==> src/rtl/ellcls_pkg.sv <==
package ellcls_pkg;

  // Field widths
  localparam int COORD_W    = 16;
  localparam int HALF_W     = 15;
  localparam int CFG_IDX_W  = 3;
  localparam int CFG_DATA_W = 16;

  // Register indexes
  localparam logic [CFG_IDX_W-1:0] REG_FOCUS_A_X  = 3'd0;
  localparam logic [CFG_IDX_W-1:0] REG_FOCUS_A_Y  = 3'd1;
  localparam logic [CFG_IDX_W-1:0] REG_FOCUS_B_X  = 3'd2;
  localparam logic [CFG_IDX_W-1:0] REG_FOCUS_B_Y  = 3'd3;
  localparam logic [CFG_IDX_W-1:0] REG_HALF_MAJOR = 3'd4;
  localparam logic [CFG_IDX_W-1:0] REG_HALF_FOCAL = 3'd5;

  // One lane per focus
  localparam int NLANE  = 2;
  localparam int LANE_A = 0;
  localparam int LANE_B = 1;

  // Datapath widths
  localparam int DIFF_W   = COORD_W;
  localparam int SQR_W    = 2 * COORD_W;
  localparam int SUM_W    = SQR_W + 1;
  localparam int RAD_W    = SUM_W + (SUM_W % 2);
  localparam int ROOT_W   = RAD_W / 2;
  localparam int REM_W    = ROOT_W + 1;
  localparam int SQ_STEPS = ROOT_W;
  localparam int SQ_STG   = (SQ_STEPS + 1) / 2;
  localparam int DSUM_W   = ROOT_W + 1;
  localparam int DDIFF_W  = DSUM_W + 1;

  // Pipeline depth
  localparam int FRONT_STG  = 3;
  localparam int DECIDE_STG = 2;
  localparam int LATENCY    = FRONT_STG + SQ_STG + DECIDE_STG;

  // Tolerance selection, in sixteenths of a pixel
  localparam int MARGIN_LIM = 32;
  localparam int TOL_WIDE   = 16;
  localparam int TOL_NARROW = 5;

  typedef struct packed {
    logic [REM_W-1:0]  rem;
    logic [ROOT_W-1:0] root;
  } sq_step_t;

  function automatic logic [DIFF_W-1:0] abs_diff(input logic [COORD_W-1:0] a,
                                                 input logic [COORD_W-1:0] b);
    logic [COORD_W:0] d;
    logic [COORD_W:0] n;
    d = {a[COORD_W-1], a} - {b[COORD_W-1], b};
    n = -d;
    return d[COORD_W] ? n[DIFF_W-1:0] : d[DIFF_W-1:0];
  endfunction

  // One digit of the restoring square root: bring down a bit pair, try 4*root+1
  function automatic sq_step_t sqrt_step(input logic [REM_W-1:0]  rem,
                                         input logic [ROOT_W-1:0] root,
                                         input logic [1:0]        pair);
    logic [REM_W+1:0] cur;
    logic [REM_W+1:0] trial;
    logic [REM_W+1:0] dif;
    sq_step_t         res;
    cur   = {rem, pair};
    trial = {1'b0, root, 2'b01};
    dif   = cur - trial;
    if (cur >= trial) begin
      res.rem  = dif[REM_W-1:0];
      res.root = {root[ROOT_W-2:0], 1'b1};
    end else begin
      res.rem  = cur[REM_W-1:0];
      res.root = {root[ROOT_W-2:0], 1'b0};
    end
    return res;
  endfunction

endpackage

==> src/rtl/ellipse_point_classifier_core.sv <==
// Point-in-ellipse classifier. Takes one point per clock whenever busy is low
// and returns is_inside / is_on_outline for it, marked by a one-cycle
// out_valid strobe; results come out in request order and the receiver cannot
// hold them off. The pipeline has three stages for the focal differences,
// squares and sum, nine stages of the square root unit (two root digits per
// stage, one lane per focus) and two for the final add and compares. Busy is
// high while reset is applied and falls once reset is released.
// Write the focus and axis registers only when no request is in flight; the
// configuration port is always ready.
module ellipse_point_classifier_core (
  input  logic                              clk,
  input  logic                              rst_n,
  input  logic                              start,
  output logic                              busy,
  input  logic signed [ellcls_pkg::COORD_W-1:0] in_point_x,
  input  logic signed [ellcls_pkg::COORD_W-1:0] in_point_y,
  output logic                              out_valid,
  output logic                              out_is_inside,
  output logic                              out_is_on_outline,
  input  logic                              cfg_valid,
  output logic                              cfg_ready,
  input  logic [ellcls_pkg::CFG_IDX_W-1:0]  cfg_index,
  input  logic [ellcls_pkg::CFG_DATA_W-1:0] cfg_data
);
  import ellcls_pkg::*;

  logic                busy_r;
  logic [COORD_W-1:0]  foc_x_r [NLANE];
  logic [COORD_W-1:0]  foc_y_r [NLANE];
  logic [HALF_W-1:0]   half_major_r;
  logic [HALF_W-1:0]   half_focal_r;
  logic                wide_tol_r;
  logic signed [HALF_W:0] margin;

  logic                accept;
  logic                fr_vld;
  logic [RAD_W-1:0]    fr_rad [NLANE];
  logic                sq_vld;
  logic [ROOT_W-1:0]   sq_root [NLANE];

  assign accept    = start && !busy_r;
  assign busy      = busy_r;
  assign cfg_ready = 1'b1;

  assign margin = $signed({1'b0, half_major_r}) - $signed({1'b0, half_focal_r});

  always_ff @(posedge clk) begin
    if (!rst_n) begin
      busy_r       <= 1'b1;
      foc_x_r[LANE_A] <= '0;
      foc_y_r[LANE_A] <= '0;
      foc_x_r[LANE_B] <= '0;
      foc_y_r[LANE_B] <= '0;
      half_major_r <= '0;
      half_focal_r <= '0;
      wide_tol_r   <= 1'b0;
    end else begin
      busy_r     <= 1'b0;
      // Tolerance choice is registered; the user must change it only while idle, the block does not enforce that
      wide_tol_r <= (margin > $signed((HALF_W+1)'(MARGIN_LIM)));
      if (cfg_valid) begin
        case (cfg_index)
          REG_FOCUS_A_X:  foc_x_r[LANE_A] <= cfg_data[COORD_W-1:0];
          REG_FOCUS_A_Y:  foc_y_r[LANE_A] <= cfg_data[COORD_W-1:0];
          REG_FOCUS_B_X:  foc_x_r[LANE_B] <= cfg_data[COORD_W-1:0];
          REG_FOCUS_B_Y:  foc_y_r[LANE_B] <= cfg_data[COORD_W-1:0];
          REG_HALF_MAJOR: half_major_r    <= cfg_data[HALF_W-1:0];
          REG_HALF_FOCAL: half_focal_r    <= cfg_data[HALF_W-1:0];
          default: begin
            // drop writes to unused indexes
          end
        endcase
      end
    end
  end

  ellcls_front u_front (
    .clk     (clk),
    .rst_n   (rst_n),
    .in_vld  (accept),
    .pt_x    (in_point_x),
    .pt_y    (in_point_y),
    .foc_x   (foc_x_r),
    .foc_y   (foc_y_r),
    .out_vld (fr_vld),
    .out_rad (fr_rad)
  );

  ellcls_sqrt_pipe u_sqrt (
    .clk      (clk),
    .rst_n    (rst_n),
    .in_vld   (fr_vld),
    .in_rad   (fr_rad),
    .out_vld  (sq_vld),
    .out_root (sq_root)
  );

  ellcls_decide u_decide (
    .clk        (clk),
    .rst_n      (rst_n),
    .in_vld     (sq_vld),
    .root       (sq_root),
    .half_major (half_major_r),
    .wide_tol   (wide_tol_r),
    .out_vld    (out_valid),
    .is_in      (out_is_inside),
    .on_outline (out_is_on_outline)
  );

  // Every result traces back to an accepted request
  a_out_from_request: assert property (@(posedge clk) disable iff (!rst_n)
    out_valid |-> $past(accept, LATENCY))
    else $error("result without a matching request");

  // Square root stage output lines up with its front stage input
  a_sqrt_from_front: assert property (@(posedge clk) disable iff (!rst_n)
    sq_vld |-> $past(fr_vld, SQ_STG))
    else $error("square root result without a front stage item");

  // Busy falls in the cycle after reset is released and stays low
  a_busy_low: assert property (@(posedge clk) disable iff (!rst_n)
    $past(rst_n) |-> !busy)
    else $error("busy high outside reset");

endmodule

==> src/rtl/ellcls_front.sv <==
module ellcls_front (
  input  logic                           clk,
  input  logic                           rst_n,
  input  logic                           in_vld,
  input  logic [ellcls_pkg::COORD_W-1:0] pt_x,
  input  logic [ellcls_pkg::COORD_W-1:0] pt_y,
  input  logic [ellcls_pkg::COORD_W-1:0] foc_x [ellcls_pkg::NLANE],
  input  logic [ellcls_pkg::COORD_W-1:0] foc_y [ellcls_pkg::NLANE],
  output logic                           out_vld,
  output logic [ellcls_pkg::RAD_W-1:0]   out_rad [ellcls_pkg::NLANE]
);
  import ellcls_pkg::*;

  logic              v1_r;
  logic              v2_r;
  logic              v3_r;
  logic [DIFF_W-1:0] dx_r  [NLANE];
  logic [DIFF_W-1:0] dy_r  [NLANE];
  logic [SQR_W-1:0]  sqx_r [NLANE];
  logic [SQR_W-1:0]  sqy_r [NLANE];
  logic [RAD_W-1:0]  rad_r [NLANE];

  always_ff @(posedge clk) begin
    if (!rst_n) begin
      v1_r <= 1'b0;
      v2_r <= 1'b0;
      v3_r <= 1'b0;
    end else begin
      v1_r <= in_vld;
      v2_r <= v1_r;
      v3_r <= v2_r;
    end
    for (int l = 0; l < NLANE; l++) begin
      dx_r[l]  <= abs_diff(pt_x, foc_x[l]);
      dy_r[l]  <= abs_diff(pt_y, foc_y[l]);
      sqx_r[l] <= SQR_W'(dx_r[l]) * SQR_W'(dx_r[l]);
      sqy_r[l] <= SQR_W'(dy_r[l]) * SQR_W'(dy_r[l]);
      rad_r[l] <= RAD_W'(sqx_r[l]) + RAD_W'(sqy_r[l]);
    end
  end

  assign out_vld = v3_r;
  assign out_rad = rad_r;

endmodule

==> src/rtl/ellcls_sqrt_pipe.sv <==
module ellcls_sqrt_pipe (
  input  logic                          clk,
  input  logic                          rst_n,
  input  logic                          in_vld,
  input  logic [ellcls_pkg::RAD_W-1:0]  in_rad   [ellcls_pkg::NLANE],
  output logic                          out_vld,
  output logic [ellcls_pkg::ROOT_W-1:0] out_root [ellcls_pkg::NLANE]
);
  import ellcls_pkg::*;

  logic [SQ_STG:0]   vld_c;
  logic [RAD_W-1:0]  rad_c  [SQ_STG+1][NLANE];
  logic [REM_W-1:0]  rem_c  [SQ_STG+1][NLANE];
  logic [ROOT_W-1:0] root_c [SQ_STG+1][NLANE];

  assign vld_c[0] = in_vld;

  for (genvar l = 0; l < NLANE; l++) begin : g_in
    assign rad_c[0][l]  = in_rad[l];
    assign rem_c[0][l]  = '0;
    assign root_c[0][l] = '0;
  end

  // Two root digits per stage, the last stage takes the odd one
  for (genvar s = 0; s < SQ_STG; s++) begin : g_stg
    logic             vld_r;
    logic [RAD_W-1:0] rad_r   [NLANE];
    sq_step_t         res_r   [NLANE];
    sq_step_t         mid     [NLANE];
    sq_step_t         res_nxt [NLANE];

    for (genvar l = 0; l < NLANE; l++) begin : g_lane
      assign mid[l] = sqrt_step(rem_c[s][l], root_c[s][l],
                                rad_c[s][l][RAD_W-1-4*s -: 2]);
      if (2 * s + 1 < SQ_STEPS) begin : g_two
        assign res_nxt[l] = sqrt_step(mid[l].rem, mid[l].root,
                                      rad_c[s][l][RAD_W-3-4*s -: 2]);
      end else begin : g_one
        assign res_nxt[l] = mid[l];
      end
      assign rad_c[s+1][l]  = rad_r[l];
      assign rem_c[s+1][l]  = res_r[l].rem;
      assign root_c[s+1][l] = res_r[l].root;
    end

    always_ff @(posedge clk) begin
      if (!rst_n) begin
        vld_r <= 1'b0;
      end else begin
        vld_r <= vld_c[s];
      end
      rad_r <= rad_c[s];
      res_r <= res_nxt;
    end

    assign vld_c[s+1] = vld_r;
  end

  assign out_vld  = vld_c[SQ_STG];
  assign out_root = root_c[SQ_STG];

endmodule

==> src/rtl/ellcls_decide.sv <==
module ellcls_decide (
  input  logic                          clk,
  input  logic                          rst_n,
  input  logic                          in_vld,
  input  logic [ellcls_pkg::ROOT_W-1:0] root [ellcls_pkg::NLANE],
  input  logic [ellcls_pkg::HALF_W-1:0] half_major,
  input  logic                          wide_tol,
  output logic                          out_vld,
  output logic                          is_in,
  output logic                          on_outline
);
  import ellcls_pkg::*;

  logic                      v1_r;
  logic                      v2_r;
  logic signed [DDIFF_W-1:0] diff_r;
  logic signed [DDIFF_W-1:0] diff_nxt;
  logic signed [DDIFF_W-1:0] tol;
  logic                      inside_r;
  logic                      on_r;

  // Sum of the two focal distances minus twice the half major axis
  assign diff_nxt = $signed(DDIFF_W'(root[LANE_A]) + DDIFF_W'(root[LANE_B])
                            - DDIFF_W'({half_major, 1'b0}));

  assign tol = wide_tol ? DDIFF_W'(TOL_WIDE) : DDIFF_W'(TOL_NARROW);

  always_ff @(posedge clk) begin
    if (!rst_n) begin
      v1_r <= 1'b0;
      v2_r <= 1'b0;
    end else begin
      v1_r <= in_vld;
      v2_r <= v1_r;
    end
    diff_r   <= diff_nxt;
    inside_r <= (diff_r <= $signed(DDIFF_W'(0)));
    on_r     <= (diff_r < tol) && (diff_r > -tol);
  end

  assign out_vld    = v2_r;
  assign is_in      = inside_r;
  assign on_outline = on_r;

endmodule

==> config.mk <==
export PLATFORM = sky130hd
export DESIGN_NAME = ellipse_point_classifier_core
export DESIGN_NICKNAME = d
export VERILOG_FILES = /design/src/rtl/ellcls_pkg.sv /design/src/rtl/ellipse_point_classifier_core.sv /design/src/rtl/ellcls_front.sv /design/src/rtl/ellcls_sqrt_pipe.sv /design/src/rtl/ellcls_decide.sv
export SDC_FILE = /design/constraint.sdc
export NUM_CORES = 2
export LEC_CHECK = 0
export BUFFER_PORTS_ARGS = -buffer_cell sky130_fd_sc_hd__buf_2
export CORE_ASPECT_RATIO = 1.75
export CORE_UTILIZATION = 30
export CTS_BUF_LIST = sky130_fd_sc_hd__clkbuf_2
export DETAILED_ROUTE_END_ITERATION = 7
export PLACE_DENSITY_LB_ADDON = 0.3
export REMOVE_ABC_BUFFERS = 1
export SLEW_MARGIN = 5
export SYNTH_ARGS = -nofsm -noshare
export SYNTH_HDL_FRONTEND = slang
export SYNTH_SLANG_ARGS = --single-unit
==> constraint.sdc <==
create_clock -name clk -period 6.4 [get_ports clk]
set_input_delay 0 -clock clk [delete_from_list [all_inputs] [get_ports clk]]
set_output_delay 0 -clock clk [all_outputs]
set_load 0.02 [all_outputs]
Yosys cells after proc, flatten, opt, wreduce, memory -nomap -nowiden
Memory sizes are Yosys's and may differ from the RTL's.
Index checks and enable logic that the tools add are counted.
- bits in writable memories: 192
- output and inout bits: 5
- bits in latches: 0
- memories: 4
- memory bits (read-only): 0
- register bits after elaboration: 1047
- input port bits: 55
- word-level logic and storage cells: 224
- memory list (name ; words ; bits a word ; rd ports ; clocked after memory_dff ; write ports ; line ; source):
    u_front.sqx_r ; 2 ; 32 ; 2 ; 0 ; 2 ; ellcls_front.sv:19 ; logic [SQR_W-1:0] sqx_r [NLANE];
    u_front.sqy_r ; 2 ; 32 ; 2 ; 0 ; 2 ; ellcls_front.sv:20 ; logic [SQR_W-1:0] sqy_r [NLANE];
    u_front.dx_r ; 2 ; 16 ; 2 ; 0 ; 2 ; ellcls_front.sv:17 ; logic [DIFF_W-1:0] dx_r [NLANE];
    u_front.dy_r ; 2 ; 16 ; 2 ; 0 ; 2 ; ellcls_front.sv:18 ; logic [DIFF_W-1:0] dy_r [NLANE];
- divide/modulo/power cells: 0
- shift-type cells: 0
- multipliers: 4
- equality and inequality tests: 5
- $add $sub $neg: 46
- bitwise logic cells: 0
- $lt $le $gt $ge: 38
- reductions and logical operators: 10
- muxes and demuxes: 40
- operators with widths (kind ; count):
    2-to-1 mux 35 bit ; 32
    greater-or-equal comparator 20 x 19 -> 1 bit ; 32
    subtractor 18 bit ; 30
    multiplier 16 x 16 -> 32 bit ; 4
    subtractor 16 x 16 -> 17 bit ; 4
    adder 32 x 32 -> 33 bit ; 2
    2-to-1 mux 16 bit ; 4
    negator 16 bit ; 4
    > comparator 19 bit ; 1
    less-or-equal comparator 19 x 1 -> 1 bit, second input constant ; 1
    less-than comparator 19 bit ; 1
    negator 19 bit ; 1
    subtractor 19 x 16 -> 19 bit ; 1
    adder 17 x 17 -> 18 bit ; 1
    > comparator 16 x 7 -> 1 bit, second input constant ; 1
    subtractor 15 x 15 -> 16 bit ; 1
    AND reduction 2 bit ; 6
    equality test 3 x 2 -> 1 bit, second input constant ; 2
    equality test 3 bit, second input constant ; 2
    2-to-1 mux 5 bit ; 1
    subtractor 1 x 1 -> 2 bit, second input constant ; 2
    equality test 3 x 1 -> 1 bit, second input constant ; 1
    zero test 3 bit ; 1
    2-to-1 mux 1 bit ; 3
    3 further kinds ; 5

Logic depth before layout (Yosys ltp)
- word-level depth: 4
- gate-level depth with buffers: 27
- depth with buffers taken out: 26

Cells and area by module
From an unflattened synthesis, not the netlist that was laid out.
- cell total of the unflattened synthesis: 9565
- area total of the unflattened synthesis: 84509.8 sq um
- by module, submodules not included (module ; seq. area each (sq um) ; area each (sq um) ; times used ; cells each):
    ellcls_front ; 5144.9 ; 41453.5 ; 1 ; 4632
    ellcls_sqrt_pipe ; 14313.7 ; 36727.7 ; 1 ; 4116
    ellipse_point_classifier_core ; 1921.8 ; 4196.5 ; 1 ; 560
    ellcls_decide ; 460.4 ; 2132.0 ; 1 ; 257

Worst setup path after synthesis
No wires, ideal clock.
- kind: reg-to-reg
- start: mem u_front.dy_r[0][1] (netlist name)
- end: mem u_front.sqy_r[0][25] (netlist name)
- setup slack: -0.321 ns
- cell stages (with the launch flop): 28
- setup time: 0.072 ns
- data required time: 6.328 ns
- clock period less this slack: 6.721 ns
- arrival time: 6.649 ns
- buffers on the path: 2
- path through: dfxtp_1 -> clkbuf_1 -> clkbuf_1 -> nand2_1 -> fa_1 -> inv_1 -> ha_1 -> a21o_1 -> fa_1 -> inv_1 -> fa_1 -> inv_1 -> fa_1 -> inv_1 -> fa_1 -> inv_1 -> ha_1 -> a21o_1 -> a21oi_1 -> o41a_1 -> o211ai_1 -> a221oi_1 -> nor2b_1 -> o21a_1 -> or4_1 -> a31o_2 -> a21oi_1 -> xnor2_1
- RTL lines (what ; line):
    start, declared ; ellcls_front.sv:18
    end, declared ; ellcls_front.sv:20

==> metrics.md <==
| Metric | Value |
|---|---|
| FF-to-FF setup slack | `-0.04 ns` |
| Placement Rows | `253` |
| Most frequent cells in the layout | `inv_1 (1,455), dfxtp_1 (1,036), ha_1 (896)` |
| Setup violators final | `1` |
| Number of global-route vias before repair | `69,017` |
| Via count | `64,357` |
| RSZ-0062 raised after global routing | `true` |
| Worst endpoint required time | `7.65 ns` |
| Start of the worst register-to-register path | `u_front.dy_r[0][2]` |
| Slew at the pin closest to its max-slew limit | `1.11 ns` |
| Area grow syn2layout | `15.4%` |
| Gpl congestion | `0.882` |
| First-pass GRT wire length | `338,000 um` |
| Hold Fails Final Rpt | `0` |
| # port buffers | `58` |
| Via density per instance | `4.69` |
| Min-delay src | `u_sqrt.g_stg[1].res_r[35]` |
| Initial core utilization | `30.2%` |
| Worst slack, placed | `-0.300 ns` |
| Crit end category | `register` |
| Num CTS Buffers | `272` |
| Slew Limit Fails | `0` |
| Worst Clk Skew | `0.176 ns` |
| GRT Max-Usage Layer | `met2` |
| Antenna Nets Post-Route | `0` |
| Commonest non-fill, non-tap cell in the layout | `inv_1` |
| Largest net degree at the start of global routing | `95` |
| Launch point of the critical path | `u_front.dy_r[0][2]` |
| DIE AREA | `0.275 mm^2` |
| Ys async rst share | `0%` |
| Reg clk slew, reported paths | `0.14 ns` |
| Multi-input logic area | `0.0545 mm^2` |
| Critical Path Max Stage Delay | `0.51 ns` |
| Initial antenna violation count | `13` |
| Gr usage total | `15.1%` |
| Post-layout minimum cycle time | `6.44 ns` |
| CTS root buf | `clkbuf_2` |
| Slowest cell on the critical path | `fa_1` |
| NumNets Final | `11,589` |
| Setup ws final | `-0.0440 ns` |
| Top_reg_cell synth | `dfxtp_1` |
| H-tree levels | `5` |
| Final Cycle Share | `101%` |
| Clk sinks | `1,081` |
| Seq. cell area | `0.0217 mm^2` |
| Failing checks | `DRC, setup timing` |
| Max Cap Viol | `0` |
| DR WL/cell | `15.3 um` |
| First-pass DRT Iterations | `8` |
| Met3 Use GR | `1.90%` |
| Post-synthesis sequential area ratio | `26.4%` |
| Die X | `397 um` |
| Fillers | `28,028` |
| CP Class | `reg2reg` |
| CTS tree | `built` |
| Layout cells sized above 1 | `11.7%` |
| Latest clock arrival within the worst-skew pair | `1.49 ns` |
| YS warnings | `0` |
| CP arrival | `7.70 ns` |
| Met1 Usage GRT | `14.6%` |
| Rel. slew slack | `26.0%` |
| Hold Crit Class | `reg2reg` |
| FF+latch count, synth | `1,081` |
| Core ar. | `0.271 mm^2` |
| Status | `finished, violations left` |
| CTS max path bufs | `4` |
| Post-synth cell types | `98` |
| Crit-path most repeated cell | `fa_1` |
| IO Count | `60` |
| Grt met2 use | `30.1%` |
| Number of enable flip-flop cells after synthesis | `0` |
| Syn_area_per_cell | `8.87 um^2` |
| Max Clock Freq | `155 MHz` |
| Critical-path maximum fanout | `3` |
| Routed WL | `210,000 um` |
| CP startpoint kind | `register` |
| DRT iter0 DRCs | `2,177` |
| Synth Cell Area | `0.0818 mm^2` |
| DRC Markers | `3` |
| Overflow after GRT | `0` |
| Die height | `693 um` |
| HPWL Detailed | `171,000 um` |
| Cells after Synth | `9,224` |
-- critical path: cells and delay by family, from the launching register on --
family | cells | cell delay [ns]
adders and majority gates | 7 | 3.19
AOI/OAI and AO/OA | 8 | 1.51
and+or+nand+nor | 3 | 0.73
DFF | 1 | 0.40
buffers and inverters | 6 | 0.27
xor gates and xnor gates | 1 | 0.13
-- what timing repair did --
action	4_1_cts	5_1_grt
endpoints found under the hold margin	174	0
pin swaps	32	110
setup endpoints to repair	17	49
hold buffers	211	0
buffers inserted	5	37
gates resized for setup	58	194
cloned	0	2
-- synth_stat cells, types with 46 or more instances --
cell | n | area [um^2]
nand3_1 | 132 | 661
o21bai_1 | 58 | 435
a21oi_1 | 607 | 3040
and2_1 | 226 | 1410
nand4_1 | 54 | 338
nand2_1 | 817 | 3070
nor3_1 | 161 | 806
o21a_1 | 102 | 766
nand2b_1 | 101 | 632
nor4_1 | 46 | 288
xor2_1 | 192 | 1680
or3_1 | 65 | 407
nor2b_1 | 96 | 601
clkbuf_1 | 182 | 683
and3_1 | 58 | 363
nor2_1 | 585 | 2200
o21ai_0 | 276 | 1380
mux2_2 | 65 | 732
a21o_1 | 156 | 1170
a211oi_1 | 56 | 420
ha_1 | 914 | 11400
fa_1 | 662 | 13300
inv_1 | 1475 | 5540
a31oi_1 | 49 | 307
dfxtp_1 | 1081 | 21600
xnor2_1 | 493 | 4320
-- flip-flops by register name, indices dropped and copies added (netlist names), 8 cells and up --
register and flops:
foc_y_r 32, u_sqrt.g_stg.vld_r 8, half_major_r 15, foc_x_r 32, u_decide.diff_r 19, u_front.out_rad 66
u_sqrt.out_root 34, half_focal_r 15, u_front.sqx_r 62, u_front.dy_r 32, u_front.dx_r 32, u_front.sqy_r 62
u_sqrt.g_stg.res_r 406, u_sqrt.g_stg.rad_r 256
-- layout make-up --
cell class,count,share of cell area (%)
clock inverters,92,0.817
well taps,3570,4.73
multi-input cells,6464,57.7
diodes,14,0.0371
flip-flops and latches,1081,23.0
inverters,1486,5.91
repair buffers,653,5.91
clock buffers,359,1.90
-- metrics by stage --
step | setup TNS [ns] | cell area [um^2] | util [%] | instances | hold WS (ns)
detailed placement | -1.26 | 88500 | 32.6 | 13001 | 0.270
floorplan | -0.346 | 81100 | - | 9031 | 0.122
finish | -0.0440 | 94500 | 34.8 | 13719 | 0.219
global route | -0.557 | 94500 | 34.8 | 13716 | 0.121
CTS | -0.0466 | 93500 | 34.5 | 13668 | 0.0260
global placement | -1.43 | 88500 | 32.6 | 13001 | 0.273
-- final timing paths --
check | end | cells after the start
setup reg to reg | u_front.sqy_r[0][25] | 25
hold / removal | u_sqrt.g_stg[2].res_r[37] | 0
hold reg to reg | u_sqrt.g_stg[2].res_r[37] | 0
setup / recovery | u_front.sqy_r[0][25] | 25
-- logic make-up (layout without fill, tap and decap cells) --
kind of cell | Yosys count | after routing | synth area share [%]
AO/OA/AOI/OAI | 1626 | 1626 | 12.6
adder cells (fa/ha/maj) | 1576 | 1576 | 30.2
flip-flops | 1081 | 1081 | 26.4
XOR/XNOR | 685 | 685 | 7.33
buffers and inverters | 1679 | 2590 | 7.73
multiplexers | 87 | 87 | 1.16
other | 1 | 15 | 0.00458
AND/OR/NAND/NOR | 2489 | 2489 | 14.6
-- layer usage --
layer  part of all wire, %  wire length (um)
met3                   3.0              6390
met1                    36             76000
met2                    55            116000
met5                 0.027                56
met4                   5.7             12000
Power is not shown: default switching activity piles up to over one toggle a cycle in this logic, so the estimate is an artifact.
